==> src/rtl/lzrp_pkg.sv <==
// shared types, constants and code tables of the lz ring prefix decoder
`default_nettype none

package lzrp_pkg;

    localparam int RING_DEPTH = 1024;
    localparam int RING_AW    = $clog2(RING_DEPTH);
    localparam int LEN_W      = 8;
    localparam int DIST_W     = 13;
    localparam int REM_W      = 31;
    localparam int EXTRA_W    = 12;
    localparam int CNT_W      = 4;

    typedef logic [RING_AW-1:0] t_addr;

    // item kinds and requested kinds
    localparam logic [1:0] OP_BIT   = 2'd0;
    localparam logic [1:0] OP_LIT   = 2'd1;
    localparam logic [1:0] OP_PULL  = 2'd2;
    localparam logic [1:0] NEED_FIN = 2'd3;

    // prefix code bases
    localparam logic [LEN_W-1:0]  LEN_BASE_A  = 8'd7;
    localparam logic [LEN_W-1:0]  LEN_BASE_B  = 8'h0b;
    localparam logic [LEN_W-1:0]  LEN_BASE_C  = 8'h13;
    localparam logic [LEN_W-1:0]  LEN_BASE_D  = 8'h23;
    localparam logic [LEN_W-1:0]  LEN_BASE_E  = 8'd99;
    localparam logic [DIST_W-1:0] DIST_BASE_A = 13'd0;
    localparam logic [DIST_W-1:0] DIST_BASE_B = 13'd2;
    localparam logic [DIST_W-1:0] DIST_BASE_C = 13'd6;
    localparam logic [DIST_W-1:0] DIST_BASE_D = 13'd10;
    localparam logic [DIST_W-1:0] DIST_BASE_E = 13'h012;
    localparam logic [DIST_W-1:0] DIST_BASE_F = 13'h022;
    localparam logic [DIST_W-1:0] DIST_BASE_G = 13'h062;
    localparam logic [DIST_W-1:0] DIST_BASE_H = 13'h162;
    localparam logic [DIST_W-1:0] DIST_BASE_I = 13'h562;

    typedef enum logic [4:0] {
        PH_FLAG = 5'd0,
        PH_LIT  = 5'd1,
        PH_COPY = 5'd2,
        PH_L0   = 5'd3,
        PH_L1   = 5'd4,
        PH_L2   = 5'd5,
        PH_L3   = 5'd6,
        PH_L4   = 5'd7,
        PH_L5   = 5'd8,
        PH_L6   = 5'd9,
        PH_L7   = 5'd10,
        PH_L8   = 5'd11,
        PH_LX   = 5'd12,
        PH_D0   = 5'd13,
        PH_D1   = 5'd14,
        PH_D2   = 5'd15,
        PH_D3   = 5'd16,
        PH_D4   = 5'd17,
        PH_D5   = 5'd18,
        PH_D6   = 5'd19,
        PH_D7   = 5'd20,
        PH_DX   = 5'd21
    } t_phase;

    // one decoded item on its way from the decoder to the ring stage
    typedef struct packed {
        logic             is_lit;
        logic             is_copy;
        logic [7:0]       lit;
        t_addr            wr_addr;
        t_addr            rd_addr;
        logic             rd_ok;
        logic             last;
        logic [1:0]       next_need;
        logic             wrong;
    } t_item;

    function automatic logic [CNT_W-1:0] len_extra_width(input logic [LEN_W-1:0] base);
        logic [CNT_W-1:0] w;
        unique case (base)
            LEN_BASE_A: w = 4'd2;
            LEN_BASE_B: w = 4'd3;
            LEN_BASE_C: w = 4'd4;
            LEN_BASE_D: w = 4'd6;
            default:    w = 4'd7;
        endcase
        return w;
    endfunction

    function automatic logic [CNT_W-1:0] dist_extra_width(input logic [DIST_W-1:0] base);
        logic [CNT_W-1:0] w;
        unique case (base)
            DIST_BASE_A: w = 4'd1;
            DIST_BASE_B: w = 4'd2;
            DIST_BASE_C: w = 4'd2;
            DIST_BASE_D: w = 4'd3;
            DIST_BASE_E: w = 4'd4;
            DIST_BASE_F: w = 4'd6;
            DIST_BASE_G: w = 4'd8;
            DIST_BASE_H: w = 4'd10;
            default:     w = 4'd12;
        endcase
        return w;
    endfunction

    function automatic logic [1:0] need_of(input t_phase ph, input logic [REM_W-1:0] rem);
        logic [1:0] n;
        if (ph == PH_LIT) begin
            n = OP_LIT;
        end else if (ph == PH_COPY) begin
            n = OP_PULL;
        end else if (ph == PH_FLAG && rem == '0) begin
            n = NEED_FIN;
        end else begin
            n = OP_BIT;
        end
        return n;
    endfunction

endpackage

`default_nettype wire

==> src/rtl/lzrp_ctrl.sv <==
// decode state machine: flag, prefix code and extra bits, pointers and counts
`default_nettype none

module lzrp_ctrl (
    input  wire logic                         i_clk,
    input  wire logic                         i_rst_n,
    input  wire logic                         i_cfg_wr_en,
    input  wire logic [lzrp_pkg::REM_W-1:0]   i_cfg_wr_data,
    input  wire logic                         i_accept,
    input  wire logic [1:0]                   i_operation,
    input  wire logic                         i_code_bit,
    input  wire logic [7:0]                   i_literal,
    output lzrp_pkg::t_item                   o_item
);

    localparam lzrp_pkg::t_addr              WP_LAST = lzrp_pkg::RING_AW'(lzrp_pkg::RING_DEPTH - 1);

    lzrp_pkg::t_phase                r_phase, n_phase;
    lzrp_pkg::t_addr                 r_wp, n_wp;
    logic                            r_full, n_full;
    logic [lzrp_pkg::REM_W-1:0]      r_rem, n_rem;
    logic [lzrp_pkg::EXTRA_W-1:0]    r_ev, n_ev;
    logic [lzrp_pkg::CNT_W-1:0]      r_ec, n_ec;
    logic [lzrp_pkg::LEN_W-1:0]      r_ml, n_ml;
    logic [lzrp_pkg::DIST_W-1:0]     r_md, n_md;

    logic [1:0]                      need;
    logic                            wrong;
    logic                            take;
    logic [lzrp_pkg::EXTRA_W-1:0]    ev_acc;
    logic [lzrp_pkg::CNT_W-1:0]      ec_inc;
    lzrp_pkg::t_addr                 src;
    logic [lzrp_pkg::LEN_W-1:0]      ml_dec;
    logic [lzrp_pkg::DIST_W-1:0]     md_done;

    always_ff @(posedge i_clk) begin
        if (!i_rst_n) begin
            r_phase <= lzrp_pkg::PH_FLAG;
            r_wp    <= '0;
            r_full  <= 1'b0;
            r_rem   <= '0;
            r_ev    <= '0;
            r_ec    <= '0;
            r_ml    <= '0;
            r_md    <= '0;
        end else begin
            r_phase <= n_phase;
            r_wp    <= n_wp;
            r_full  <= n_full;
            r_rem   <= n_rem;
            r_ev    <= n_ev;
            r_ec    <= n_ec;
            r_ml    <= n_ml;
            r_md    <= n_md;
        end
    end

    // copy source: write pointer minus distance minus one, modulo the ring depth
    always_comb begin
        src = r_wp - r_md[lzrp_pkg::RING_AW-1:0] - 1'b1;
    end

    always_comb begin
        n_phase = r_phase;
        n_wp    = r_wp;
        n_full  = r_full;
        n_rem   = r_rem;
        n_ev    = r_ev;
        n_ec    = r_ec;
        n_ml    = r_ml;
        n_md    = r_md;

        need    = lzrp_pkg::need_of(r_phase, r_rem);
        wrong   = (need == lzrp_pkg::NEED_FIN) || (i_operation != need);
        take    = i_accept && !wrong;
        ev_acc  = r_ev | (lzrp_pkg::EXTRA_W'(i_code_bit) << r_ec);
        ec_inc  = r_ec + 1'b1;
        ml_dec  = r_ml - 1'b1;
        md_done = r_md + {1'b0, ev_acc};

        o_item.is_lit  = 1'b0;
        o_item.is_copy = 1'b0;
        o_item.lit     = i_literal;
        o_item.wr_addr = r_wp;
        o_item.rd_addr = src;
        // entries beyond the fill mark were never written and read as zero
        o_item.rd_ok   = r_full || (src < r_wp);
        o_item.wrong   = wrong;

        if (take) begin
            unique case (i_operation)
                lzrp_pkg::OP_BIT: begin
                    unique case (r_phase)
                        lzrp_pkg::PH_FLAG: begin
                            n_phase = i_code_bit ? lzrp_pkg::PH_L0 : lzrp_pkg::PH_LIT;
                        end
                        lzrp_pkg::PH_L0: begin
                            n_phase = i_code_bit ? lzrp_pkg::PH_L2 : lzrp_pkg::PH_L1;
                        end
                        lzrp_pkg::PH_L1: begin
                            n_ml    = i_code_bit ? 8'd4 : 8'd2;
                            n_phase = lzrp_pkg::PH_D0;
                        end
                        lzrp_pkg::PH_L2: begin
                            n_phase = i_code_bit ? lzrp_pkg::PH_L5 : lzrp_pkg::PH_L3;
                        end
                        lzrp_pkg::PH_L3: begin
                            if (i_code_bit) begin
                                n_ml    = lzrp_pkg::LEN_BASE_A;
                                n_ev    = '0;
                                n_ec    = '0;
                                n_phase = lzrp_pkg::PH_LX;
                            end else begin
                                n_phase = lzrp_pkg::PH_L4;
                            end
                        end
                        lzrp_pkg::PH_L4: begin
                            if (i_code_bit) begin
                                n_ml    = lzrp_pkg::LEN_BASE_B;
                                n_ev    = '0;
                                n_ec    = '0;
                                n_phase = lzrp_pkg::PH_LX;
                            end else begin
                                n_ml    = 8'd3;
                                n_phase = lzrp_pkg::PH_D0;
                            end
                        end
                        lzrp_pkg::PH_L5: begin
                            n_phase = i_code_bit ? lzrp_pkg::PH_L7 : lzrp_pkg::PH_L6;
                        end
                        lzrp_pkg::PH_L6: begin
                            if (i_code_bit) begin
                                n_ml    = lzrp_pkg::LEN_BASE_D;
                                n_ev    = '0;
                                n_ec    = '0;
                                n_phase = lzrp_pkg::PH_LX;
                            end else begin
                                n_ml    = 8'd5;
                                n_phase = lzrp_pkg::PH_D0;
                            end
                        end
                        lzrp_pkg::PH_L7: begin
                            if (i_code_bit) begin
                                n_phase = lzrp_pkg::PH_L8;
                            end else begin
                                n_ml    = 8'd6;
                                n_phase = lzrp_pkg::PH_D0;
                            end
                        end
                        lzrp_pkg::PH_L8: begin
                            n_ml    = i_code_bit ? lzrp_pkg::LEN_BASE_E : lzrp_pkg::LEN_BASE_C;
                            n_ev    = '0;
                            n_ec    = '0;
                            n_phase = lzrp_pkg::PH_LX;
                        end
                        lzrp_pkg::PH_LX: begin
                            n_ev = ev_acc;
                            n_ec = ec_inc;
                            if (ec_inc >= lzrp_pkg::len_extra_width(r_ml)) begin
                                n_ml    = r_ml + ev_acc[lzrp_pkg::LEN_W-1:0];
                                n_phase = lzrp_pkg::PH_D0;
                            end
                        end
                        lzrp_pkg::PH_D0: begin
                            n_phase = i_code_bit ? lzrp_pkg::PH_D1 : lzrp_pkg::PH_D2;
                        end
                        lzrp_pkg::PH_D1: begin
                            n_md    = i_code_bit ? lzrp_pkg::DIST_BASE_H : lzrp_pkg::DIST_BASE_I;
                            n_ev    = '0;
                            n_ec    = '0;
                            n_phase = lzrp_pkg::PH_DX;
                        end
                        lzrp_pkg::PH_D2: begin
                            n_phase = i_code_bit ? lzrp_pkg::PH_D3 : lzrp_pkg::PH_D4;
                        end
                        lzrp_pkg::PH_D3: begin
                            n_md    = i_code_bit ? lzrp_pkg::DIST_BASE_G : lzrp_pkg::DIST_BASE_F;
                            n_ev    = '0;
                            n_ec    = '0;
                            n_phase = lzrp_pkg::PH_DX;
                        end
                        lzrp_pkg::PH_D4: begin
                            n_phase = i_code_bit ? lzrp_pkg::PH_D6 : lzrp_pkg::PH_D5;
                        end
                        lzrp_pkg::PH_D5: begin
                            n_md    = i_code_bit ? lzrp_pkg::DIST_BASE_B : lzrp_pkg::DIST_BASE_D;
                            n_ev    = '0;
                            n_ec    = '0;
                            n_phase = lzrp_pkg::PH_DX;
                        end
                        lzrp_pkg::PH_D6: begin
                            if (i_code_bit) begin
                                n_phase = lzrp_pkg::PH_D7;
                            end else begin
                                n_md    = lzrp_pkg::DIST_BASE_C;
                                n_ev    = '0;
                                n_ec    = '0;
                                n_phase = lzrp_pkg::PH_DX;
                            end
                        end
                        lzrp_pkg::PH_D7: begin
                            n_md    = i_code_bit ? lzrp_pkg::DIST_BASE_A : lzrp_pkg::DIST_BASE_E;
                            n_ev    = '0;
                            n_ec    = '0;
                            n_phase = lzrp_pkg::PH_DX;
                        end
                        lzrp_pkg::PH_DX: begin
                            n_ev = ev_acc;
                            n_ec = ec_inc;
                            if (ec_inc >= lzrp_pkg::dist_extra_width(r_md)) begin
                                n_md = md_done;
                                // clamp the match to what is left of the stream
                                if (r_rem <= lzrp_pkg::REM_W'(r_ml)) begin
                                    n_ml = r_rem[lzrp_pkg::LEN_W-1:0];
                                end
                                n_phase = lzrp_pkg::PH_COPY;
                            end
                        end
                        default: begin
                            n_phase = lzrp_pkg::PH_FLAG;
                        end
                    endcase
                end
                lzrp_pkg::OP_LIT: begin
                    o_item.is_lit = 1'b1;
                    n_wp    = (r_wp == WP_LAST) ? '0 : r_wp + 1'b1;
                    n_full  = r_full || (r_wp == WP_LAST);
                    n_rem   = r_rem - 1'b1;
                    n_phase = lzrp_pkg::PH_FLAG;
                end
                lzrp_pkg::OP_PULL: begin
                    o_item.is_copy = 1'b1;
                    n_wp    = (r_wp == WP_LAST) ? '0 : r_wp + 1'b1;
                    n_full  = r_full || (r_wp == WP_LAST);
                    n_rem   = r_rem - 1'b1;
                    n_ml    = ml_dec;
                    if (ml_dec == '0 || n_rem == '0) begin
                        n_phase = lzrp_pkg::PH_FLAG;
                    end
                end
                default: begin
                    n_phase = r_phase;
                end
            endcase
        end

        // a new stream length restarts decoding; ring contents are kept
        if (i_cfg_wr_en) begin
            n_rem   = i_cfg_wr_data;
            n_phase = lzrp_pkg::PH_FLAG;
            n_ev    = '0;
            n_ec    = '0;
            n_ml    = '0;
            n_md    = '0;
        end

        o_item.last      = (o_item.is_lit || o_item.is_copy) && (n_rem == '0);
        o_item.next_need = lzrp_pkg::need_of(n_phase, n_rem);
    end

endmodule

`default_nettype wire

==> config.mk <==
export PLATFORM = sky130hd
export DESIGN_NAME = lzrp_ctrl
export DESIGN_NICKNAME = d
export VERILOG_FILES = /design/src/rtl/lzrp_pkg.sv /design/src/rtl/lzrp_ctrl.sv
export SDC_FILE = /design/constraint.sdc
export NUM_CORES = 1
export LEC_CHECK = 0
export BUFFER_PORTS_ARGS = -buffer_cell sky130_fd_sc_hd__buf_2
export CAP_MARGIN = 20
export CORE_MARGIN = 1
export CORE_UTILIZATION = 50
export CTS_CLUSTER_DIAMETER = 50
export DETAILED_ROUTE_END_ITERATION = 8
export GPL_ROUTABILITY_DRIVEN = 0
export PLACE_DENSITY = 0.8
export REMOVE_ABC_BUFFERS = 1
export SLEW_MARGIN = 0
export SYNTH_ARGS = -nofsm -noshare
export SYNTH_HDL_FRONTEND = slang
export SYNTH_SLANG_ARGS = --single-unit
==> constraint.sdc <==
create_clock -name i_clk -period 4 [get_ports i_clk]
set_input_delay 0.4 -clock i_clk [delete_from_list [all_inputs] [get_ports i_clk]]
set_output_delay 0.4 -clock i_clk [all_outputs]
set_load 0.03 [all_outputs]
# Word-level counts from Yosys, hierarchy flattened
# Cells that the tools add are included.
# op_classes
n_mux	63
div	0
n_addsub	8
n_bitwise	2
n_mul	0
n_eq_ne	48
n_reduce_logical	33
n_lt_le_gt_ge	4
shift	1
# ops
cell	n
$logic_not 31->1	3
$mux 31	3
$pmux 5 s16	1
$pmux 13 s6	1
$pmux 8 s8	1
$mux 4	12
$pmux 12 s4	1
$eq 5x4->1 const B	8
$mux 8	5
$le 31x8->1	1
$sub 31x1->31 const B	1
$eq 5x5->1 const B	6
$mux 5	6
$pmux 4 s7	1
$mux 13	2
$mux 12	2
$eq 5x3->1 const B	4
$mux 2	9
$pmux 4 s4	1
$pmux 8 s2	1
$eq 5x2->1 const B	3
$ne 3x3->1 const B	5
$pmux 5 s3	1
$mux 7	2
other kinds (54)	79
# totals
register_bits	84
input_bits	46
output_inout_bits	35
rom_bits	0
latchBits	0
elab_cells	167
mem_count	0
ramBits	0

# Longest topological paths before layout
# Gate-level depths: netlist (run 1).
# logic_depth
ltp_word	21
mapped_depth	18
ltp_nobuf	18

# Worst setup path after synthesis (run 1)
# OpenSTA, ideal clock, no wires.
# synth_path
path_kind	flip-flop to output port
startpoint	reg r_rem[24] (netlist bit)
endpoint	out o_item[2] (netlist bit)
required_time_ns	3.600
path_stages_with_launch	13
arrival_ns	4.190
path_buffers	2
slack_ns	-0.590
cell_sequence	dfxtp_1 buf_6 or4_4 o41a_1 o31a_1 nor3_1 clkbuf_8 mux2i_1 nand2_1 nor4_1 nand4_1 or4_4 a211oi_1
# synth_rtl
item	line	source
start, declared	lzrp_ctrl.sv:21	logic [lzrp_pkg::REM_W-1:0] r_rem, n_rem;
start signal, assigned	lzrp_ctrl.sv:50	r_rem <= n_rem;
end, declared	lzrp_ctrl.sv:13	output lzrp_pkg::t_item o_item

==> impl_metrics.ini, run 1 <==
[final_layout]
layout.nets = 1338
fill_cells = 1209
drive_above_1_share_pct = 25.2
antennaDiodeCount = 0
area_growth_pct = 25.0

[drt]
vias_per_cell = 6.43
drt_wl_total_mm = 27.9
wl_per_cell_um = 19.3
drc = 0
drt_iter0_markers = 1572
dr.pass1.iters = 9
ant_nets = 0
vias = 9276

[logic_synthesis]
synthDominantCellAreaShare_pct = 21.1
synth_area_leaders = dfxtp_1, ha_1, nor2_1, xnor2_1, a21oi_1
synth_cell_type_count = 92
synth_cells = 1054
synthArstFlopShare_pct = 0
synth_area_per_cell_um2 = 7.57
syn_area_um2 = 7980
ys_seq_elements = 84
yosysTopAreaCell = dfxtp_1
seq_area_frac_synth_pct = 21.1
yosys_warnings = 0
synthAdderAreaFrac_pct = 10.5
synth-compound-area-share_pct = 25.2
synth_top_family_by_area = simple AND/OR/NAND/NOR gates
synthMuxAreaShare_pct = 1.66
synth-edff-count = 0
synthXorXnorAreaFrac_pct = 7.36
synth-simple-area-share_pct = 26.5
ys.flop_type = dfxtp_1

[worst_setup_path]
r2r_cells = 26
worstPathCellList = or4_4 -> o41a_1 -> or3_4 -> or3_1 -> a41oi_2 -> nand4_1 -> nor4_2 -> nand4_1 -> or4_4 -> a221oi_2 -> buf_4
end_kind = output pin
crit_start = r_rem[21]
crit_path_end = o_item[1]
crit_path_start_kind = flip-flop
reg2reg_slack_ps = -470
crit_buf_inv = 1
cp_num_cells = 11
r2r_start = r_rem[21]
path_max_fanout = 3
worstSetupPathType = flip-flop to output pin
cp_slowest_stage_delay_ps = 550
cpLargestDelayFamily = simple AND/OR/NAND/NOR gates
arrival_ps = 4380
crit_path_top_delay_cell = or4_4
crit_required_ps = 3600
r2r-end = r_rem[21]

[grt]
gr-usage-met2_pct = 54.5
antenna_found_initial = 0
overflow = 0
grt_start_max_net_pins = 54
use_met1_pct = 40.1
busiest_layer = met2
grt_pass1_wl_mm = 43.4
grtUsageTotal_pct = 33.5
grtUsageMet3_pct = 7.89
grt_pass1_vias = 8789

[timing]
setup-tns-final_ps = -2700
tightestPinTransition_ps = 979
hold_viol = 0
fmax_mhz = 209
rsz0062_at_grt = yes
max-slew-margin-rel_pct = 34.6
finalClockSkew_ps = 15.1
fin_ws_ps = -784
slew_violations = 0
fin_crit_ps = 4780
setup_violations = 4
post-route-period-util_pct = 120
hold_ws_ps = 322

[floorplanning]
initial_core_util_pct = 51.9
die_area_um2 = 16500
die_h_um = 128
die_x_um = 128
io_pins = 81
num_rows = 45
fp.coreArea_um2 = 15400

[placed_design]
hpwlAfterDp_mm = 20.0
portBuffers = 64

[cts]
cts_buffers = 9
postCtsHoldBufs = 0
cts.path.max_buffers = 2
cts-root-buf = clkbuf_16
htreeDepth = 3
insertion_delay_ps = 360
clock_sinks = 84
path_clk_slew_ps = 70
cts_tree = built

[hold_path]
min_path_type = input pin to flip-flop

[pwr]
p_leak_nw = 4.36
combPwrFrac_pct = 28.0
power_frac_seq_pct = 35.4
power_density_nw_per_um2 = 247
power.switching_mw = 0.777
peakVddDrop_mv = 0.267
switching_share_pct = 31.6
pwr-share-clk_pct = 36.5
p_int_mw = 1.68

[status]
outcome = finished, violations left
violations = setup timing

[run]
maxCapViolations = 0
final cells by class:
type	instances	area, um^2	share of cell area (%)
inverter	55	206	2.07
clock inverter	4	55.1	0.552
sequential	84	1690	16.9
tap	211	264	2.65
multi-input combinational	845	5830	58.5
timing repair buffer	232	1670	16.7
clock buffer	12	256	2.57
registers in the layout, summed over array words and instances (netlist names):
signal / flops
r_ec: 4
r_ev: 12
r_full: 1
r_md: 13
r_ml: 8
r_phase: 5
r_rem: 31
r_wp: 10
cell usage after synthesis (4+ instances only):
master and number:
nor2_1 121, dfxtp_1 84, nand2_1 70, a21oi_1 69
ha_1 62, o21ai_0 53, inv_1 52, nor3_1 44
xnor2_1 43, clkbuf_1 42, a21o_1 28, nand3_1 24
xor2_1 24, and2_1 21, nand4_1 19, nor2b_1 17
nor4_1 17, a31oi_1 12, nor3b_1 12, a22oi_1 11
and3_1 11, mux2i_1 11, nand2b_1 11, buf_4 10
o211ai_1 10, o31ai_1 10, a211oi_1 8, o21a_1 8
a221oi_1 7, o41ai_1 7, or3_1 7, buf_6 6
clkbuf_8 6, buf_1 5, nand3b_1 5, o2111ai_1 5
or4_1 5, a311oi_1 4, or4_4 4
stage by stage:
stage               std cells  setup WS, ps  util (%)  cell area (um^2)  total power [mW]
finish                   1443          -784      64.9              9970              2.46
global route             1443          -822      64.9              9970              2.55
CTS                      1435          -597      63.8              9800              2.40
detailed placement       1401          -382      60.1              9250              1.48
global placement         1401          -352      60.1              9250              1.47
floorplan                 984          -990         -              7570              1.21
kinds of logic after synthesis:
logic type | count (synthesis)
XOR/XNOR | 67
multiplexers | 13
flip-flops | 84
buffers and inverters | 125
AND/OR/NAND/NOR | 412
AO/OA/AOI/OAI | 288
adder cells (fa/ha/maj) | 65
how the worst min path moves through the flow:
stage	cells after the start	slack, ps	from	to
3_3_place_gp	2	440	r_ev[11]	r_ev[11]
3_5_place_dp	2	450	r_ev[11]	r_ev[11]
5_1_grt	3	330	i_cfg_wr_data[1]	r_rem[1]
2_1_floorplan	2	430	r_full	r_full
6_report	3	320	i_cfg_wr_data[1]	r_rem[1]
4_1_cts	3	320	i_cfg_wr_data[19]	r_rem[19]
power groups by stage:
stage | logic [mW] | registers [mW] | clock network [mW]
2_1_floorplan | 0.304 | 0.905 | 0
3_3_place_gp | 0.579 | 0.889 | 0
3_5_place_dp | 0.592 | 0.890 | 0
4_1_cts | 0.628 | 0.871 | 0.904
5_1_grt | 0.725 | 0.873 | 0.948
6_report | 0.690 | 0.872 | 0.898
cells in the final DEF (no fill, tap or decap), types with 8 or more instances in the layout:
cell type / synthesis / routed
buf_2: 1 / 60
o211ai_1: 10 / 10
mux2i_1: 11 / 11
buf_6: 6 / 14
xor2_1: 24 / 24
nor3_1: 44 / 41
nand2_1: 70 / 70
nand4_1: 19 / 19
nor3b_1: 12 / 12
nor2b_1: 17 / 17
nor4_1: 17 / 14
xnor2_1: 43 / 41
nand3_1: 24 / 24
o21a_1: 8 / 8
a21oi_1: 69 / 64
inv_1: 52 / 49
dfxtp_1: 84 / 80
a21o_1: 28 / 28
a31oi_1: 12 / 12
and2_1: 21 / 22
o31ai_1: 10 / 9
nand2b_1: 11 / 11
ha_1: 62 / 61
and3_1: 11 / 11
o21ai_0: 53 / 50
buf_4: 10 / 156
a22oi_1: 11 / 11
clkbuf_16: 0 / 9
nor2_1: 121 / 118
layer usage:
layer  vias to the layer above  routed length, um
met5                         -                  0
met4                         0               1560
met3                       167               2820
met2                       649              12500
met1                      4267              10900
li1                       4193                  -
worst min-delay path, stage by stage:
cell and delay (ps):
buf_2 100, a221oi_2 70, nor2_1 80
repair_timing:
| item | 4_1_cts | 5_1_grt |
|---|---|---|
| setup endpoints to repair | 4 | 9 |
| cloned | 0 | 0 |
| gates resized for setup | 29 | 30 |
| buffers inserted | 18 | 8 |
| pin swaps | 6 | 16 |
Power figures use the tool's default switching activity.
==> inputs of run 2 (changes only) <==
CORE_MARGIN = 3   (was 1)
==> run 2 against run 1 <==
The flow still finishes with violations (setup timing). First-iteration DRC count is 28% lower. Clock skew is 3.4 ps higher. Via count is 1.7% lower. Global-route usage is 4.5 points lower. Routed wire length is 4.8% lower. Largest cell class unchanged. Sequential power hardly changed. Highest routed layer is now met5. Largest power group unchanged. Combinational power is 5.5% lower. Critical path depth is 2 higher.
==> impl_metrics.ini, run 2 (same netlist as run 1, synthesis figures left out) <==
[worst_setup_path]
crit_start = r_rem[22]
crit_path_end = o_item[1]
reg2reg_slack_ps = 270
crit_buf_inv = 3
arrival_ps = 4420
r2r-end = r_ml[4]
end_kind = output pin
worstSetupPathType = flip-flop to output pin
cp_num_cells = 13
r2r_cells = 17
cpLargestDelayFamily = simple AND/OR/NAND/NOR gates
cp_slowest_stage_delay_ps = 600
path_max_fanout = 4
r2r_start = r_md[7]
crit_path_top_delay_cell = or4_4
crit_required_ps = 3600
worstPathCellList = or4_4 -> o41a_1 -> o31a_1 -> buf_6 -> o31ai_4 -> buf_4 -> nor3_1 -> xor2_1 -> mux2i_1 -> or2b_1 -> or4_4 -> a221oi_2 -> buf_4
crit_path_start_kind = flip-flop

[floorplanning]
initial_core_util_pct = 51.7
io_pins = 81
num_rows = 45
die_h_um = 132
die_x_um = 132
die_area_um2 = 17500
fp.coreArea_um2 = 15400

[status]
outcome = finished, violations left
violations = setup timing

[drt]
drt_wl_total_mm = 26.5
vias_per_cell = 6.33
dr.pass1.iters = 8
ant_nets = 0
drc = 0
drt_iter0_markers = 1139
vias = 9115
wl_per_cell_um = 18.4

[grt]
antenna_found_initial = 1
grt_pass1_wl_mm = 41.9
grtUsageTotal_pct = 29.0
grt_pass1_vias = 8470
overflow = 0
grt_start_max_net_pins = 33

[final_layout]
largest_reg_flops = 31
multiInputGateArea_um2 = 5800
area_growth_pct = 23.7
antennaDiodeCount = 0
fin_util_pct = 64.0
fin_area_um2 = 9870
largest-register = r_rem
fill_cells = 1272
regArea_um2 = 1690
drive_above_1_share_pct = 24.2
final_common_cell = buf_4
layout.nets = 1335
top_regs = r_rem x31, r_md x13, r_ev x12
mostFrequentLayoutCells = buf_4, nor2_1, dfxtp_1, nand2_1, a21oi_1

[pwr]
peakVddDrop_mv = 0.230
p_leak_nw = 4.31
power_density_nw_per_um2 = 249

[hold_path]
min_path_type = input pin to flip-flop

[placed_design]
portBuffers = 64
postPlaceCellArea_um2 = 9340
hpwlAfterDp_mm = 19.6

[timing]
finalClockSkew_ps = 18.5
fmax_mhz = 207
tightestPinTransition_ps = 849
slew_violations = 0
post-route-period-util_pct = 121
fin_ws_ps = -822
fin_crit_ps = 4820
hold_viol = 0
setup-tns-final_ps = -2390
rsz0062_at_grt = yes
max-slew-margin-rel_pct = 43.2
setup_violations = 3

[cts]
htreeDepth = 3
postCtsHoldBufs = 0
clock_sinks = 84
path_clk_slew_ps = 60
insertion_delay_ps = 360
cts-root-buf = clkbuf_16
cts_buffers = 9
cts.path.max_buffers = 2
cts_tree = built

[run]
maxCapViolations = 0
==> run 2: cell type report <==
type | count | share of cell area, %
clock buffers | 11 | 2.36
clock inverters | 5 | 0.862
inverters | 55 | 2.09
multi-input cells | 845 | 58.8
flip-flops and latches | 84 | 17.1
well taps | 211 | 2.68
repair buffers | 229 | 16.1
==> run 2: worst reg2reg max path: stages (launching register included) <==
cell and delay (ps):
dfxtp_1 310, or4_1 560, nor3_2 150, and4_1 230, and3_1 180, ha_1 220
nand2b_1 130, a21o_1 170, a21o_1 180, a21oi_2 230, nand2_1 130, buf_4 160
o2111ai_1 90, o21ai_0 120, and2_1 230, buf_4 180, a311o_1 310, o31ai_1 60
==> run 2: worst min path at each step <==
| stage | startpoint | end | depth (start not counted) |
|---|---|---|---|
| 5_1_grt | i_cfg_wr_data[11] | r_rem[11] | 3 |
| 6_report | i_cfg_wr_data[11] | r_rem[11] | 3 |
| 2_1_floorplan | r_full | r_full | 2 |
| 3_3_place_gp | r_ev[11] | r_ev[11] | 2 |
| 4_1_cts | i_cfg_wr_data[19] | r_rem[19] | 3 |
| 3_5_place_dp | r_ev[3] | r_ev[3] | 2 |
==> run 2: where the power goes <==
group	leakage (nW)	switching (mW)	internal, mW
logic	3.48	0.367	0.285
registers	0.685	0.0146	0.858
clock network	0.150	0.380	0.552
total	4.31	0.762	1.69
==> run 2: what timing repair did <==
| action | in CTS | in global routing |
|---|---|---|
| resized for setup | 15 | 24 |
| endpoints found under the setup margin | 4 | 12 |
| pin swaps | 5 | 14 |
| buffers inserted | 3 | 6 |
==> run 2: through the flow <==
step	setup WS [ps]	power, mW	std cells	hold WS [ps]
after floorplan	-990	1.21	984	426
after global placement	-438	1.48	1415	441
after detailed placement	-489	1.49	1415	453
after CTS	-722	2.42	1434	310
after global routing	-985	2.54	1440	408
final	-822	2.46	1440	388
==> run 2: layer usage <==
| metal | global-route usage, % | vias up | wire length, um |
|---|---|---|---|
| met4 | 14.3 | 2 | 1170 |
| met5 | 0 | - | 35 |
| met1 | 36.2 | 4152 | 10600 |
| met3 | 7.63 | 131 | 2760 |
| li1 | - | 4194 | - |
| met2 | 46.3 | 636 | 12000 |
